### src/rtl/core/jsc_pkg.sv
package jsc_pkg;

   // Stick state machine, one-hot
   typedef enum logic [6:0] {
      ST_START = 7'b0000001,
      ST_BTN   = 7'b0000010,
      ST_NEUT  = 7'b0000100,
      ST_UP    = 7'b0001000,
      ST_DOWN  = 7'b0010000,
      ST_LEFT  = 7'b0100000,
      ST_RIGHT = 7'b1000000
   } stick_type;

   // Codes of the stick state as shown on the result word
   localparam logic [2:0] CODE_START = 3'd0;
   localparam logic [2:0] CODE_BTN   = 3'd1;
   localparam logic [2:0] CODE_NEUT  = 3'd2;
   localparam logic [2:0] CODE_UP    = 3'd3;
   localparam logic [2:0] CODE_DOWN  = 3'd4;
   localparam logic [2:0] CODE_LEFT  = 3'd5;
   localparam logic [2:0] CODE_RIGHT = 3'd6;

   // Configuration register indexes
   typedef enum logic [1:0] {
      CSR_CENTER    = 2'd0,
      CSR_THRESHOLD = 2'd1
   } csr_index_type;

   // Item kinds
   localparam logic MODE_TICK  = 1'b0;
   localparam logic MODE_STICK = 1'b1;

   // Indicator patterns
   localparam logic [3:0] IND_ALL   = 4'hF;
   localparam logic [3:0] IND_UP    = 4'h1;
   localparam logic [3:0] IND_DOWN  = 4'h2;
   localparam logic [3:0] IND_LEFT  = 4'h4;
   localparam logic [3:0] IND_RIGHT = 4'h8;

   localparam logic [1:0] SPEED_MAX   = 2'd3;
   localparam logic [1:0] SPEED_MIN   = 2'd0;
   localparam logic [1:0] SPEED_RESET = 2'd1;

   // Everything a result word carries
   typedef struct packed {
      logic [3:0] coil;
      logic [3:0] led;
      logic [1:0] speed;
      logic       halt;
      logic       fwd;
      stick_type  state;
   } status_type;

   // Half-step coil sequence
   function automatic logic [3:0] coil_lookup(input logic [2:0] idx);
      logic [3:0] pat;
      case (idx)
         3'd0:    pat = 4'h8;
         3'd1:    pat = 4'hC;
         3'd2:    pat = 4'h4;
         3'd3:    pat = 4'h6;
         3'd4:    pat = 4'h2;
         3'd5:    pat = 4'h3;
         3'd6:    pat = 4'h1;
         default: pat = 4'h9;
      endcase
      return pat;
   endfunction

   function automatic logic [2:0] stick_code(input stick_type st);
      logic [2:0] code;
      case (st)
         ST_BTN:   code = CODE_BTN;
         ST_NEUT:  code = CODE_NEUT;
         ST_UP:    code = CODE_UP;
         ST_DOWN:  code = CODE_DOWN;
         ST_LEFT:  code = CODE_LEFT;
         ST_RIGHT: code = CODE_RIGHT;
         default:  code = CODE_START;
      endcase
      return code;
   endfunction

endpackage

### src/rtl/core/jsc_classify.sv
module jsc_classify #(
   parameter int ADC_BITS = 10
) (
   input  logic [ADC_BITS-1:0] axis_x,
   input  logic [ADC_BITS-1:0] axis_y,
   input  logic                button_pressed,
   input  logic [ADC_BITS-1:0] center,
   input  logic [ADC_BITS-2:0] threshold,
   output jsc_pkg::stick_type  cls
);
   import jsc_pkg::*;

   logic [ADC_BITS:0]   dx;
   logic [ADC_BITS:0]   dy;
   logic [ADC_BITS-1:0] mag_x;
   logic [ADC_BITS-1:0] mag_y;
   logic [ADC_BITS-1:0] thr;

   // Signed deflection from center and its magnitude
   always_comb begin
      dx    = {1'b0, axis_x} - {1'b0, center};
      dy    = {1'b0, axis_y} - {1'b0, center};
      mag_x = dx[ADC_BITS] ? (~dx[ADC_BITS-1:0] + 1'b1) : dx[ADC_BITS-1:0];
      mag_y = dy[ADC_BITS] ? (~dy[ADC_BITS-1:0] + 1'b1) : dy[ADC_BITS-1:0];
      thr   = {1'b0, threshold};
   end

   // Button wins, then the dominant axis against the deadzone
   always_comb begin
      cls = ST_NEUT;
      if (button_pressed) begin
         cls = ST_BTN;
      end else if (mag_x > mag_y) begin
         if (mag_x >= thr) begin
            cls = dx[ADC_BITS] ? ST_DOWN : ST_UP;
         end
      end else begin
         if (mag_y >= thr) begin
            cls = dy[ADC_BITS] ? ST_LEFT : ST_RIGHT;
         end
      end
   end

endmodule

### src/rtl/core/jsc_core.sv
module jsc_core (
   input  logic                clock,
   input  logic                reset,
   input  logic                fire,
   input  logic                mode,
   input  jsc_pkg::stick_type  cls,
   output jsc_pkg::status_type status_in
);
   import jsc_pkg::*;

   stick_type  state_ff, state_in;
   logic [1:0] speed_ff, speed_in;
   logic       fwd_ff,   fwd_in;
   logic       halt_ff,  halt_in;
   logic [3:0] led_ff,   led_in;
   logic [2:0] phase_ff, phase_in;
   logic [1:0] wait_ff,  wait_in;
   logic [3:0] coil_ff,  coil_in;

   // Next state for the word in flight
   always_comb begin
      state_in = state_ff;
      speed_in = speed_ff;
      fwd_in   = fwd_ff;
      halt_in  = halt_ff;
      led_in   = led_ff;
      phase_in = phase_ff;
      wait_in  = wait_ff;
      coil_in  = coil_ff;
      if (mode == MODE_TICK) begin
         // prescaler and stepping
         if (!halt_ff) begin
            if (wait_ff != 2'd0) begin
               wait_in = wait_ff - 2'd1;
            end else begin
               wait_in  = SPEED_MAX - speed_ff;
               coil_in  = coil_lookup(phase_ff);
               phase_in = fwd_ff ? phase_ff + 3'd1 : phase_ff - 3'd1;
            end
         end
      end else begin
         // transition
         case (state_ff)
            ST_BTN, ST_UP, ST_DOWN: begin
               state_in = (cls == state_ff) ? state_ff : ST_NEUT;
            end
            ST_NEUT, ST_LEFT, ST_RIGHT: begin
               state_in = cls;
               if (cls == ST_UP && speed_ff != SPEED_MAX) begin
                  speed_in = speed_ff + 2'd1;
               end else if (cls == ST_DOWN && speed_ff != SPEED_MIN) begin
                  speed_in = speed_ff - 2'd1;
               end
            end
            default: begin
               state_in = ST_RIGHT;
            end
         endcase
         // actions in the new state
         case (state_in)
            ST_BTN: begin
               led_in  = IND_ALL;
               halt_in = 1'b1;
            end
            ST_NEUT: begin
               led_in  = fwd_ff ? IND_LEFT : IND_RIGHT;
               halt_in = 1'b0;
            end
            ST_UP: begin
               led_in = led_ff | IND_UP;
            end
            ST_DOWN: begin
               led_in = led_ff | IND_DOWN;
            end
            ST_LEFT: begin
               led_in = IND_LEFT;
               fwd_in = 1'b1;
            end
            default: begin
               led_in = IND_RIGHT;
               fwd_in = 1'b0;
            end
         endcase
      end
   end

   always_ff @(posedge clock) begin
      if (reset) begin
         state_ff <= ST_START;
         speed_ff <= SPEED_RESET;
         fwd_ff   <= 1'b0;
         halt_ff  <= 1'b0;
         led_ff   <= 4'h0;
         phase_ff <= 3'd0;
         wait_ff  <= 2'd0;
         coil_ff  <= 4'h0;
      end else if (fire) begin
         state_ff <= state_in;
         speed_ff <= speed_in;
         fwd_ff   <= fwd_in;
         halt_ff  <= halt_in;
         led_ff   <= led_in;
         phase_ff <= phase_in;
         wait_ff  <= wait_in;
         coil_ff  <= coil_in;
      end
   end

   always_comb begin
      status_in.coil  = coil_in;
      status_in.led   = led_in;
      status_in.speed = speed_in;
      status_in.halt  = halt_in;
      status_in.fwd   = fwd_in;
      status_in.state = state_in;
   end

endmodule

### src/rtl/core/joystick_stepper_controller.sv
// Channel | Direction | Handshake             | Word
// req     | in        | req_valid / req_ready | mode, axis_x, axis_y, button_pressed
// rsp     | out       | rsp_valid / rsp_ready | coil, leds, speed, halted, forward, state
// csr     | in        | csr_we                | csr_index, csr_data (no read-back)
//
// One word per cycle sustained while rsp_ready is high; a word is taken into the input
// register when accepted and its result is offered once the result register loads it.
// Synchronous active-high reset restores all state and both config registers.
// A stalled result holds while the input register still takes one more word;
// req_ready drops only when both registers are full and rsp_ready is low.
module joystick_stepper_controller #(
   parameter int ADC_BITS = 10
) (
   input  logic                clock,
   input  logic                reset,
   input  logic                req_valid,
   output logic                req_ready,
   input  logic                req_mode,
   input  logic [ADC_BITS-1:0] req_axis_x,
   input  logic [ADC_BITS-1:0] req_axis_y,
   input  logic                req_button_pressed,
   output logic                rsp_valid,
   input  logic                rsp_ready,
   output logic [3:0]          rsp_coil_pattern,
   output logic [3:0]          rsp_led_pattern,
   output logic [1:0]          rsp_speed_level,
   output logic                rsp_halted,
   output logic                rsp_moving_forward,
   output logic [2:0]          rsp_stick_state,
   input  logic                csr_we,
   input  logic [1:0]          csr_index,
   input  logic [ADC_BITS-1:0] csr_data
);
   import jsc_pkg::*;

   localparam logic [ADC_BITS-1:0] CenterReset = ADC_BITS'(1 << (ADC_BITS - 1));
   localparam logic [ADC_BITS-2:0] ThrReset    =
      (ADC_BITS-1)'((200 * (1 << ADC_BITS)) / 1024);

   logic                in_valid_ff;
   logic                in_mode_ff;
   logic [ADC_BITS-1:0] in_x_ff;
   logic [ADC_BITS-1:0] in_y_ff;
   logic                in_btn_ff;
   logic                out_valid_ff;
   status_type          out_ff;
   status_type          status_in;
   stick_type           cls;
   logic [ADC_BITS-1:0] center_ff;
   logic [ADC_BITS-2:0] thr_ff;
   logic                advance;
   logic                fire;

   assign advance   = !out_valid_ff || rsp_ready;
   assign fire      = in_valid_ff && advance;
   assign req_ready = !in_valid_ff || advance;

   // Configuration registers
   always_ff @(posedge clock) begin
      if (reset) begin
         center_ff <= CenterReset;
         thr_ff    <= ThrReset;
      end else if (csr_we) begin
         case (csr_index)
            CSR_CENTER:    center_ff <= csr_data;
            CSR_THRESHOLD: thr_ff    <= csr_data[ADC_BITS-2:0];
            default:       ;
         endcase
      end
   end

   // Input register
   always_ff @(posedge clock) begin
      if (reset) begin
         in_valid_ff <= 1'b0;
      end else if (req_valid && req_ready) begin
         in_valid_ff <= 1'b1;
      end else if (fire) begin
         in_valid_ff <= 1'b0;
      end
   end

   always_ff @(posedge clock) begin
      if (req_valid && req_ready) begin
         in_mode_ff <= req_mode;
         in_x_ff    <= req_axis_x;
         in_y_ff    <= req_axis_y;
         in_btn_ff  <= req_button_pressed;
      end
   end

   jsc_classify #(
      .ADC_BITS(ADC_BITS)
   ) u_classify (
      .axis_x        (in_x_ff),
      .axis_y        (in_y_ff),
      .button_pressed(in_btn_ff),
      .center        (center_ff),
      .threshold     (thr_ff),
      .cls           (cls)
   );

   jsc_core u_core (
      .clock    (clock),
      .reset    (reset),
      .fire     (fire),
      .mode     (in_mode_ff),
      .cls      (cls),
      .status_in(status_in)
   );

   // Result register
   always_ff @(posedge clock) begin
      if (reset) begin
         out_valid_ff <= 1'b0;
      end else if (advance) begin
         out_valid_ff <= in_valid_ff;
      end
   end

   always_ff @(posedge clock) begin
      if (fire) begin
         out_ff <= status_in;
      end
   end

   assign rsp_valid          = out_valid_ff;
   assign rsp_coil_pattern   = out_ff.coil;
   assign rsp_led_pattern    = out_ff.led;
   assign rsp_speed_level    = out_ff.speed;
   assign rsp_halted         = out_ff.halt;
   assign rsp_moving_forward = out_ff.fwd;
   assign rsp_stick_state    = stick_code(out_ff.state);

endmodule

### config.mk
export PLATFORM = sky130hd
export DESIGN_NAME = joystick_stepper_controller
export DESIGN_NICKNAME = d
export VERILOG_FILES = /design/src/rtl/core/jsc_pkg.sv /design/src/rtl/core/jsc_classify.sv /design/src/rtl/core/jsc_core.sv /design/src/rtl/core/joystick_stepper_controller.sv
export SDC_FILE = /design/constraint.sdc
export NUM_CORES = 1
export LEC_CHECK = 0
export BUFFER_PORTS_ARGS = -buffer_cell sky130_fd_sc_hd__buf_2
export CORE_ASPECT_RATIO = 0.75
export CORE_MARGIN = 3
export CORE_UTILIZATION = 50
export DETAILED_ROUTE_END_ITERATION = 16
export GPL_TIMING_DRIVEN = 0
export PLACE_DENSITY_LB_ADDON = 0.2
export SKIP_CTS_REPAIR_TIMING = 1
export SLEW_MARGIN = 25
export SYNTH_ARGS = -nofsm -noshare
export SYNTH_HDL_FRONTEND = slang
export SYNTH_HIERARCHICAL = 1
export SYNTH_SLANG_ARGS = --single-unit
### constraint.sdc
create_clock -name clock -period 7.7 [get_ports clock]
set_input_delay 1.925 -clock clock [delete_from_list [all_inputs] [get_ports clock]]
set_output_delay 1.925 -clock clock [all_outputs]
set_load 0.05 [all_outputs]
* Word level (Yosys, flattened, before mapping) *
Cells that the tools add are included.

operators by class
  reductions and logical operators = 20
  magnitude comparators = 3
  equal/unequal tests = 28
  add/sub/neg operators = 10
  multiplexer cells = 32
  bitwise operators = 5

operator list
  kind                                           count
  2-to-1 mux 7 bit                               8
  == test 7 x 4 -> 1 bit, second input constant  4
  == test 7 x 5 -> 1 bit, second input constant  4
  case mux 4 bit (7 select lines)                1
  subtractor 10 x 10 -> 11 bit                   2
  == test 7 x 2 -> 1 bit, second input constant  3
  == test 7 x 3 -> 1 bit, second input constant  3
  == test 7 x 6 -> 1 bit, second input constant  3
  adder 10 x 1 -> 10 bit, second input constant  2
  greater-or-equal comparator 10 x 9 -> 1 bit    2
  2-to-1 mux 10 bit                              2
  2-to-1 mux 4 bit                               5
  inverter 10 bit                                2
  case mux 4 bit (5 select lines)                1
  case mux 3 bit (6 select lines)                1
  == test 7 bit, second input constant           2
  case mux 7 bit (2 select lines)                1
  greater-than comparator 10 bit                 1
  2-to-1 mux 2 bit                               5
  == test 3 bit, second input constant           3
  == test 7 bit                                  1
  == test 3 x 2 -> 1 bit, second input constant  2
  nonzero test 2 bit                             3
  OR reduction 3 bit                             2
  22 further kinds                               35

storage, ports and cells
  flip-flop bits (word level) = 86
  output and inout bits = 17
  word-level logic and storage cells = 120
  bits of input ports = 39

* Longest topological paths before layout *
Gate-level depths: netlist of run 1.

  depth after elaboration = 16
  mapped depth = 29
  mapped depth without buffers = 28

* Cells and area by module *
Netlist of run 1, hierarchy kept.

modules (own cells, without submodules)
  module                       area an instance (um2)  sequential area each (um2)  cells an instance  instances
  joystick_stepper_controller  2287.2                  1651.6                      150                1
  jsc_classify                 2010.7                  0.0                         267                1
  jsc_core                     1909.3                  480.5                       240                1

* Least setup slack after synthesis of run 1 *
OpenSTA, ideal clock, no wires.

  path kind = reg-to-reg
  start = register in_y_ff[0]
  end = register out_ff (netlist bit rsp_led_pattern[3]) (data pin)
  slack = 1.253 ns
  arrival time = 6.190 ns
  setup time = 0.256 ns
  cell stages (with the launch flop) = 27
  data required time = 7.444 ns
  cell sequence = edfxtp_1 > inv_1 > ha_1 > inv_1 > fa_1 > a21o_1 > a221oi_4 > a211oi_1 > o21a_1 > or3_1 > xor2_1 > inv_1 > ha_1 > a21o_1 > a211oi_1 > o221ai_1 > a221oi_1 > nor2_1 > a2111oi_0 > xor2_1 > or4_4 > buf_6 > a2bb2oi_4 > a2111oi_4 > a22oi_2 > a211o_1 > a22o_1

RTL lines
  element                 RTL line                            source
  start, declared         joystick_stepper_controller.sv:43   logic [ADC_BITS-1:0] in_y_ff;
  start signal, assigned  joystick_stepper_controller.sv:87   in_y_ff <= req_axis_y;
  end signal, assigned    joystick_stepper_controller.sv:123  out_ff <= status_in;
  end, declared           joystick_stepper_controller.sv:46   status_type out_ff;

==> results of run 1 <==
-- worst reg2reg max path: cells and delay by family (launching register included) --
family	cells	cell delay (ns)
AO/OA/AOI/OAI	11	3.16
flip-flops	1	0.43
XOR/XNOR	2	0.53
AND/OR/NAND/NOR	8	1.33
adder cells (fa/ha/maj)	3	0.87
buffers and inverters	4	0.54
-- cells in the mapped netlist, types with 14 or more instances --
cell type  instances
ha_1              57
o21ai_0           21
xor2_1            23
inv_1             57
nand2_1           34
a21oi_1           33
buf_4             14
nor2_1            53
mux2i_1           26
nor3_1            16
dfxtp_1           45
xnor2_1           24
edfxtp_1          41
nand2b_1          31
-- final timing paths --
kind	from	end	slack, ns	cells after the start
worst min-delay path	u_core/coil_ff[1]	u_core/coil_ff[1]	0.46	2
worst max register to register	in_x_ff[0]	rsp_led_pattern[3]	0.59	28
worst min register to register	u_core/coil_ff[1]	u_core/coil_ff[1]	0.46	2
worst max-delay path	in_x_ff[0]	rsp_led_pattern[3]	0.59	28
-- metrics by stage --
stage	instance area (µm²)	cells	power, mW	hold WS, ns
2_1_floorplan	6210	657	0.875	0.433
3_3_place_gp	6690	874	0.964	0.443
3_5_place_dp	6700	875	0.981	0.456
4_1_cts	7000	891	1.43	0.466
5_1_grt	7010	891	1.51	0.488
6_report	7010	891	1.43	0.462
-- logic make-up (layout without fill, tap and decap cells) --
family,after synthesis,in the layout,synth area share
flip-flops,86,86,0.343
AO/OA/AOI/OAI,145,145,0.177
XOR/XNOR,49,49,0.0716
adder cells (fa/ha/maj),59,59,0.121
AND/OR/NAND/NOR,190,190,0.161
multiplexers,32,32,0.0528
other,1,1,0.000604
buffers and inverters,95,167,0.0720
-- layout make-up --
class | instances | area, µm² | area share
clock inverters | 5 | 43.8 | 0.00625
multi-input cells | 476 | 3640 | 0.520
plain buffers | 38 | 233 | 0.0332
flip-flops and latches | 86 | 2130 | 0.304
inverters | 57 | 214 | 0.0305
repair buffers | 56 | 287 | 0.0409
well taps | 162 | 203 | 0.0289
clock buffers | 11 | 254 | 0.0362
-- sequential cells by signal (all words and copies together) (netlist names), 2 cells and up --
register,count
thr_ff,9
rsp_coil_pattern,4
in_y_ff,10
center_ff,10
u_core/wait_ff,2
u_core/led_ff,4
in_x_ff,10
u_core/state_ff,7
rsp_speed_level,2
u_core/coil_ff,4
u_core/speed_ff,2
rsp_led_pattern,4
u_core/phase_ff,3
out_ff,7
-- placed cells by master (no fill, tap or decap), drive strengths merged, types with 3 or more instances in the layout --
master   synthesis  layout
a21oi           34      34
edfxtp          41      41
nand3b           3       3
xor2            25      25
o21ai           23      23
a21o            13      13
mux2             6       6
a32o             4       4
a31oi            6       6
nand2           34      34
and3             8       8
ha              57      57
dfxtp           45      45
buf             27      83
and2             4       4
nor2b            5       5
mux2i           26      26
o32ai            4       4
a311oi           3       3
o21a             7       7
or4              4       4
o2bb2ai          3       3
a221oi           4       4
a2111oi          3       3
inv             57      62
nor3            16      16
nand3           10      10
a211o            4       4
xnor2           24      24
o211a            4       4
nor4            11      11
o2111ai          3       3
o31ai            3       3
clkbuf          11      22
or3              4       4
a22o             4       4
a211oi           7       7
nand2b          31      31
nor2            54      54
-- routing by layer --
layer,up-vias,share of wire,track usage
li1,2480,-,-
met1,2380,0.51,0.331
met2,162,0.41,0.310
met3,13,0.074,0.0537
met4,0,0.012,0.0563
met5,-,0,0
-- power breakdown --
part	internal, mW	total (mW)	switching [mW]
combinational	0.196	0.471	0.275
clock	0.245	0.441	0.196
sequential	0.500	0.514	0.0134
==> metrics, run 1 <==
maxcap violations=0; Synth top area share=0.198; die height=slightly above 100 µm; status=complete, no violations; largest net degree at the start of global routing=23; die area=around 0.014 mm²; ANT nets after route=0; Slowest cell on crit path=o32ai_2; Port Buffer Count=55; final hold violation count=0; Post-Syn Area=approximately 0.0062 mm²; Iter 0 DRT Violations=320; maximum clock frequency=between 100 and 150 MHz; leakage power=2.96 nW; Row Count=34; Setup WS post-layout=~0.6 ns; routed wire length per instance=16.5 µm; Critical Path End Type=flop; Hold Path Class=flop to flop; Final Skew=about 0.009 ns; core area=approximately 0.012 mm²; Ports=between 50 and 60; Fillers=1042; Seq/Total Area, Yosys=0.343; Total Wirelength=around 15000 µm; Synth area leaders=edfxtp_1, dfxtp_1, ha_1; post-synth top area cell=edfxtp_1; clock period minus final worst setup slack=slightly above 7 ns; Tot GR Track Use=0.218; Final Slew Violations=0; Critical path buffers and inverters=4; Tcrit/Tclk final=0.923; Longest Clk Path Bufs=2; Vias=5035; slowest stage delay, CP=roughly 0.49 ns; ant diodes=0; Slew @ Worst Pin=0.934 ns; clk slew on worst S/H paths=roughly 0.07 ns; CP Data Required Time=roughly 7.8 ns; drt via density=between 5 and 6; Setup WS pre-CTS=between 0.4 and 0.5 ns; initial antenna violation count=0; CTS Sinks=86; Worst EP arrival=slightly above 7 ns; YS warnings=6; RSZ-0062 raised after global routing=no; share of cells above drive strength 1=0.167; vias in the first global route=between 4000 and 5000; post-synthesis register bit count=86; Post-DP HPWL=~12000 µm; critical path type=flop to flop; Starting Density=0.523; Post-Route Utilization=0.590; PwrDens=203 mW/mm²; syn_area_per_cell=around 9.4 µm²; post-synth cell types=74; EDFF count, synth=41; Final setup viols=0; Clk Latency, worst-skew pair=around 0.34 ns; total grt overflow=0; Post-Route Setup TNS=0 ns; CP startpoint kind=flop; synthesized instance count=657; 1st-pass router iterations=5; first-pass GRT wire length=between 20000 and 25000 µm; crit-path leading delay family=compound AO/OA/AOI/OAI gates; Root Driver=clkbuf_16; die span in x=135 µm; DRC viols=0; share of synthesized registers carrying an async set or reset=0; H-tree lvl count=3; CP Max Fanout=10; cell mode on critical path=nor2_1; Nets=a little over 800; Mapped Nets=about 760; total CTS buffers=9; top_reg_cell synth=dfxtp_1; CTS tree=done; Area growth, synth to finish=12.9%; Routability Congestion=between 0.9 and 1; Max-slew headroom=0.373; maximum vdd drop=~120 µV
(Power assumes the default switching activity.)
==> run 2: changes to the inputs <==
--- a/config.mk
+++ b/config.mk
@@ -5,12 +5,13 @@
 export SDC_FILE = /design/constraint.sdc
 export NUM_CORES = 1
 export LEC_CHECK = 0
+export ABC_AREA = 1
 export BUFFER_PORTS_ARGS = -buffer_cell sky130_fd_sc_hd__buf_2
 export CORE_ASPECT_RATIO = 0.75
 export CORE_MARGIN = 3
 export CORE_UTILIZATION = 50
 export DETAILED_ROUTE_END_ITERATION = 16
-export GPL_TIMING_DRIVEN = 0
+export GPL_TIMING_DRIVEN = 1
 export PLACE_DENSITY_LB_ADDON = 0.2
 export SKIP_CTS_REPAIR_TIMING = 1
 export SLEW_MARGIN = 25
==> constraint.sdc (replaced) <==
create_clock -name clock -period 7.7 [get_ports clock]
set_input_delay 2.31 -clock clock [delete_from_list [all_inputs] [get_ports clock]]
set_output_delay 2.31 -clock clock [all_outputs]
set_load 0.05 [all_outputs]
==> run 2 against run 1 <==
- clock-buffer cell count up 1
- synthesized cell count up 40%
- via count up 14%
- global-route usage down 1.9 points
- flip-flop and latch count unchanged
- non-clock buffer count down 38
- critical path type unchanged
- cell count up 27%
- die area up 6.8%
==> metrics, run 2 <==
status=complete, no violations; worst reg2reg startpoint=in_x_ff[0]; maxcap violations=0; most frequent cell after synthesis=nand2_1; Port Buffer Count=55; share of cells above drive strength 1=0.148; total grt overflow=0; Synth top area share=0.185; Inst Count DP=around 1100; total CTS buffers=9; Root Driver=clkbuf_16; CTS Sinks=86; PwrDens=203 mW/mm²; Mapped Nets=1018; Synth area leaders=edfxtp_1, dfxtp_1, nand2_1; post-synthesis register bit count=between 80 and 90; die area=around 0.015 mm²; Nets=roughly 1100; Critical Path End Type=flop; most common cell after layout, fill and taps aside=nand2_1; Max-slew headroom=0.378; Regs by FF count=center_ff (10), in_x_ff (10), in_y_ff (10); Pint=0.928 mW; maximum vdd drop=119 µV; M1 WL=between 7000 and 8000 µm; CTS tree=done; Row Count=35; cell mode on critical path=nand2_1; final hold violation count=0; ant diodes=0; Ports=56; Cell Area, Placed=0.00695 mm²; leakage power=~3.6 nW; CP Max Fanout=5; clk slew on worst S/H paths=approximately 0.060 ns; Starting Density=0.526; total power=1.47 mW; slowest stage delay, CP=~0.44 ns; Tcrit/Tclk final=0.685; Post-Syn Area=0.00665 mm²; post-synth cell types=47; CP endpoint=rsp_moving_forward; RSZ-0062 raised after global routing=no; Post-DP HPWL=between 10000 and 15000 µm; Final Slew Violations=0; initial antenna violation count=0; EDFF count, synth=between 40 and 50; Top Layer Used=met4; Slowest cell on crit path=fa_1; Net Sw Power=0.539 mW; largest net degree at the start of global routing=46; Seq/Total Area, Yosys=0.321; DRC viols=0; WL met3=around 900 µm; Slew @ Worst Pin=around 0.93 ns; critical path type=flop to flop; worst reg2reg endpoint=rsp_moving_forward; synthesized instance count=920; Comb pwr share=0.357; Net Sw Frac=0.367; Longest Clk Path Bufs=2; clock period minus final worst setup slack=~5.3 ns; most frequent cells in the layout=nand2_1, inv_1, nor2_1; Total Wirelength=between 10000 and 15000 µm; H-tree lvl count=3; WP depth=38; met2 wire length=between 5000 and 6000 µm; Routability Congestion=approximately 0.9; Tot GR Track Use=0.199; Seq pwr share=0.358; Synth top cells by count=nand2_1, inv_1, nor2_1, ha_1, a21oi_1; 1st-pass router iterations=6; CP startpoint kind=flop; Clk Latency, worst-skew pair=0.34 ns; share of synthesized registers carrying an async set or reset=0; Reg2Reg Depth=38; Non-Filler Instances=~1100; final instance area=about 0.0072 mm²; syn_area_per_cell=around 7.2 µm²; Clk pwr share=0.286; Vias=5750; first-pass GRT wire length=24100 µm; Critical path buffers and inverters=7; routed wire length per instance=approximately 13 µm; Hold Path Class=flop to flop; Iter 0 DRT Violations=418; ANT nets after route=0; drt via density=5.10; YS warnings=6; worst reg-to-reg setup slack=between 2 and 2.5 ns; CP Data Required Time=7.79 ns; crit-path leading delay family=simple AND/OR/NAND/NOR gates; post-synth top area cell=edfxtp_1; Final setup viols=0; Area growth, synth to finish=8.78%; Final Skew=about 0.0071 ns; core area=roughly 0.013 mm²; Worst EP arrival=around 5.4 ns; source of the critical timing path=in_x_ff[0]; die span in x=139 µm; maximum clock frequency=~190 MHz; die height=roughly 110 µm; Post-Route Setup TNS=0 ns; Post-Route Utilization=0.572; vias in the first global route=just over 5000; top_reg_cell synth=dfxtp_1
[run 2: cell types whose count changed after synthesis, sizes merged, moves of 23 or more]
cell	previous run	this run
nand2b	31	0
mux2i	26	1
inv	57	156
nand4	1	24
nand2	34	250
nand3	10	61
nor2	54	92
[run 2: cell type report]
cell class / count / area (µm²)
fill: 1210 / 5420
tap: 166 / 208
clock inverter: 4 / 28.8
multi-input combinational: 648 / 3740
clock buffer: 12 / 256
timing repair buffer: 56 / 283
inverter: 156 / 586
sequential: 86 / 2130
[run 2: kinds of logic after synthesis]
logic type	Yosys count	synth area share
fa+ha+maj	59	0.113
xor+xnor	22	0.0290
buf+inv	186	0.119
simple gates	449	0.315
mux	1	0.00150
compound gates	116	0.101
other cells	1	0.000564
flops	86	0.321
[run 2: worst reg2reg max path, delay by kind of cell, from the launching register on]
family          cells  cell delay [ns]
compound gates      4             0.65
xor+xnor            1             0.14
fa+ha+maj           3             0.94
buf+inv             7             0.51
flops               1             0.39
simple gates       23             2.43
[run 2: metrics by stage]
| stage | setup WS (ns) | hold WS (ns) |
|---|---|---|
| 6_report | 2.43 | 0.461 |
| 5_1_grt | 1.89 | 0.497 |
| 4_1_cts | 2.48 | 0.463 |
| 3_5_place_dp | 2.51 | 0.452 |
| 3_3_place_gp | 2.53 | 0.444 |
| 2_1_floorplan | 2.60 | 0.429 |
[run 2: worst min-delay path by stage]
stage | from | end | slack (ns) | depth (start not counted)
finish | thr_ff[5] | thr_ff[5] | 0.46 | 2
global route | u_core/wait_ff[1] | u_core/wait_ff[1] | 0.50 | 2
floorplan | thr_ff[3] | thr_ff[3] | 0.43 | 2
CTS | thr_ff[5] | thr_ff[5] | 0.46 | 2
global placement | thr_ff[3] | thr_ff[3] | 0.44 | 2
detailed placement | thr_ff[3] | thr_ff[3] | 0.45 | 2
[run 2: routing by layer]
metal  GRT usage  up-vias
met4      0.0419        0
met2       0.279      134
li1            -     3029
met3      0.0340       12
met5           0        -
met1       0.315     2575
[run 2: power by group through the flow]
stage	clock network (mW)	registers [mW]	logic, mW
5_1_grt	0.447	0.528	0.602
3_5_place_dp	0	0.535	0.515
3_3_place_gp	0	0.534	0.506
6_report	0.419	0.525	0.523
2_1_floorplan	0	0.532	0.412
4_1_cts	0.433	0.525	0.518
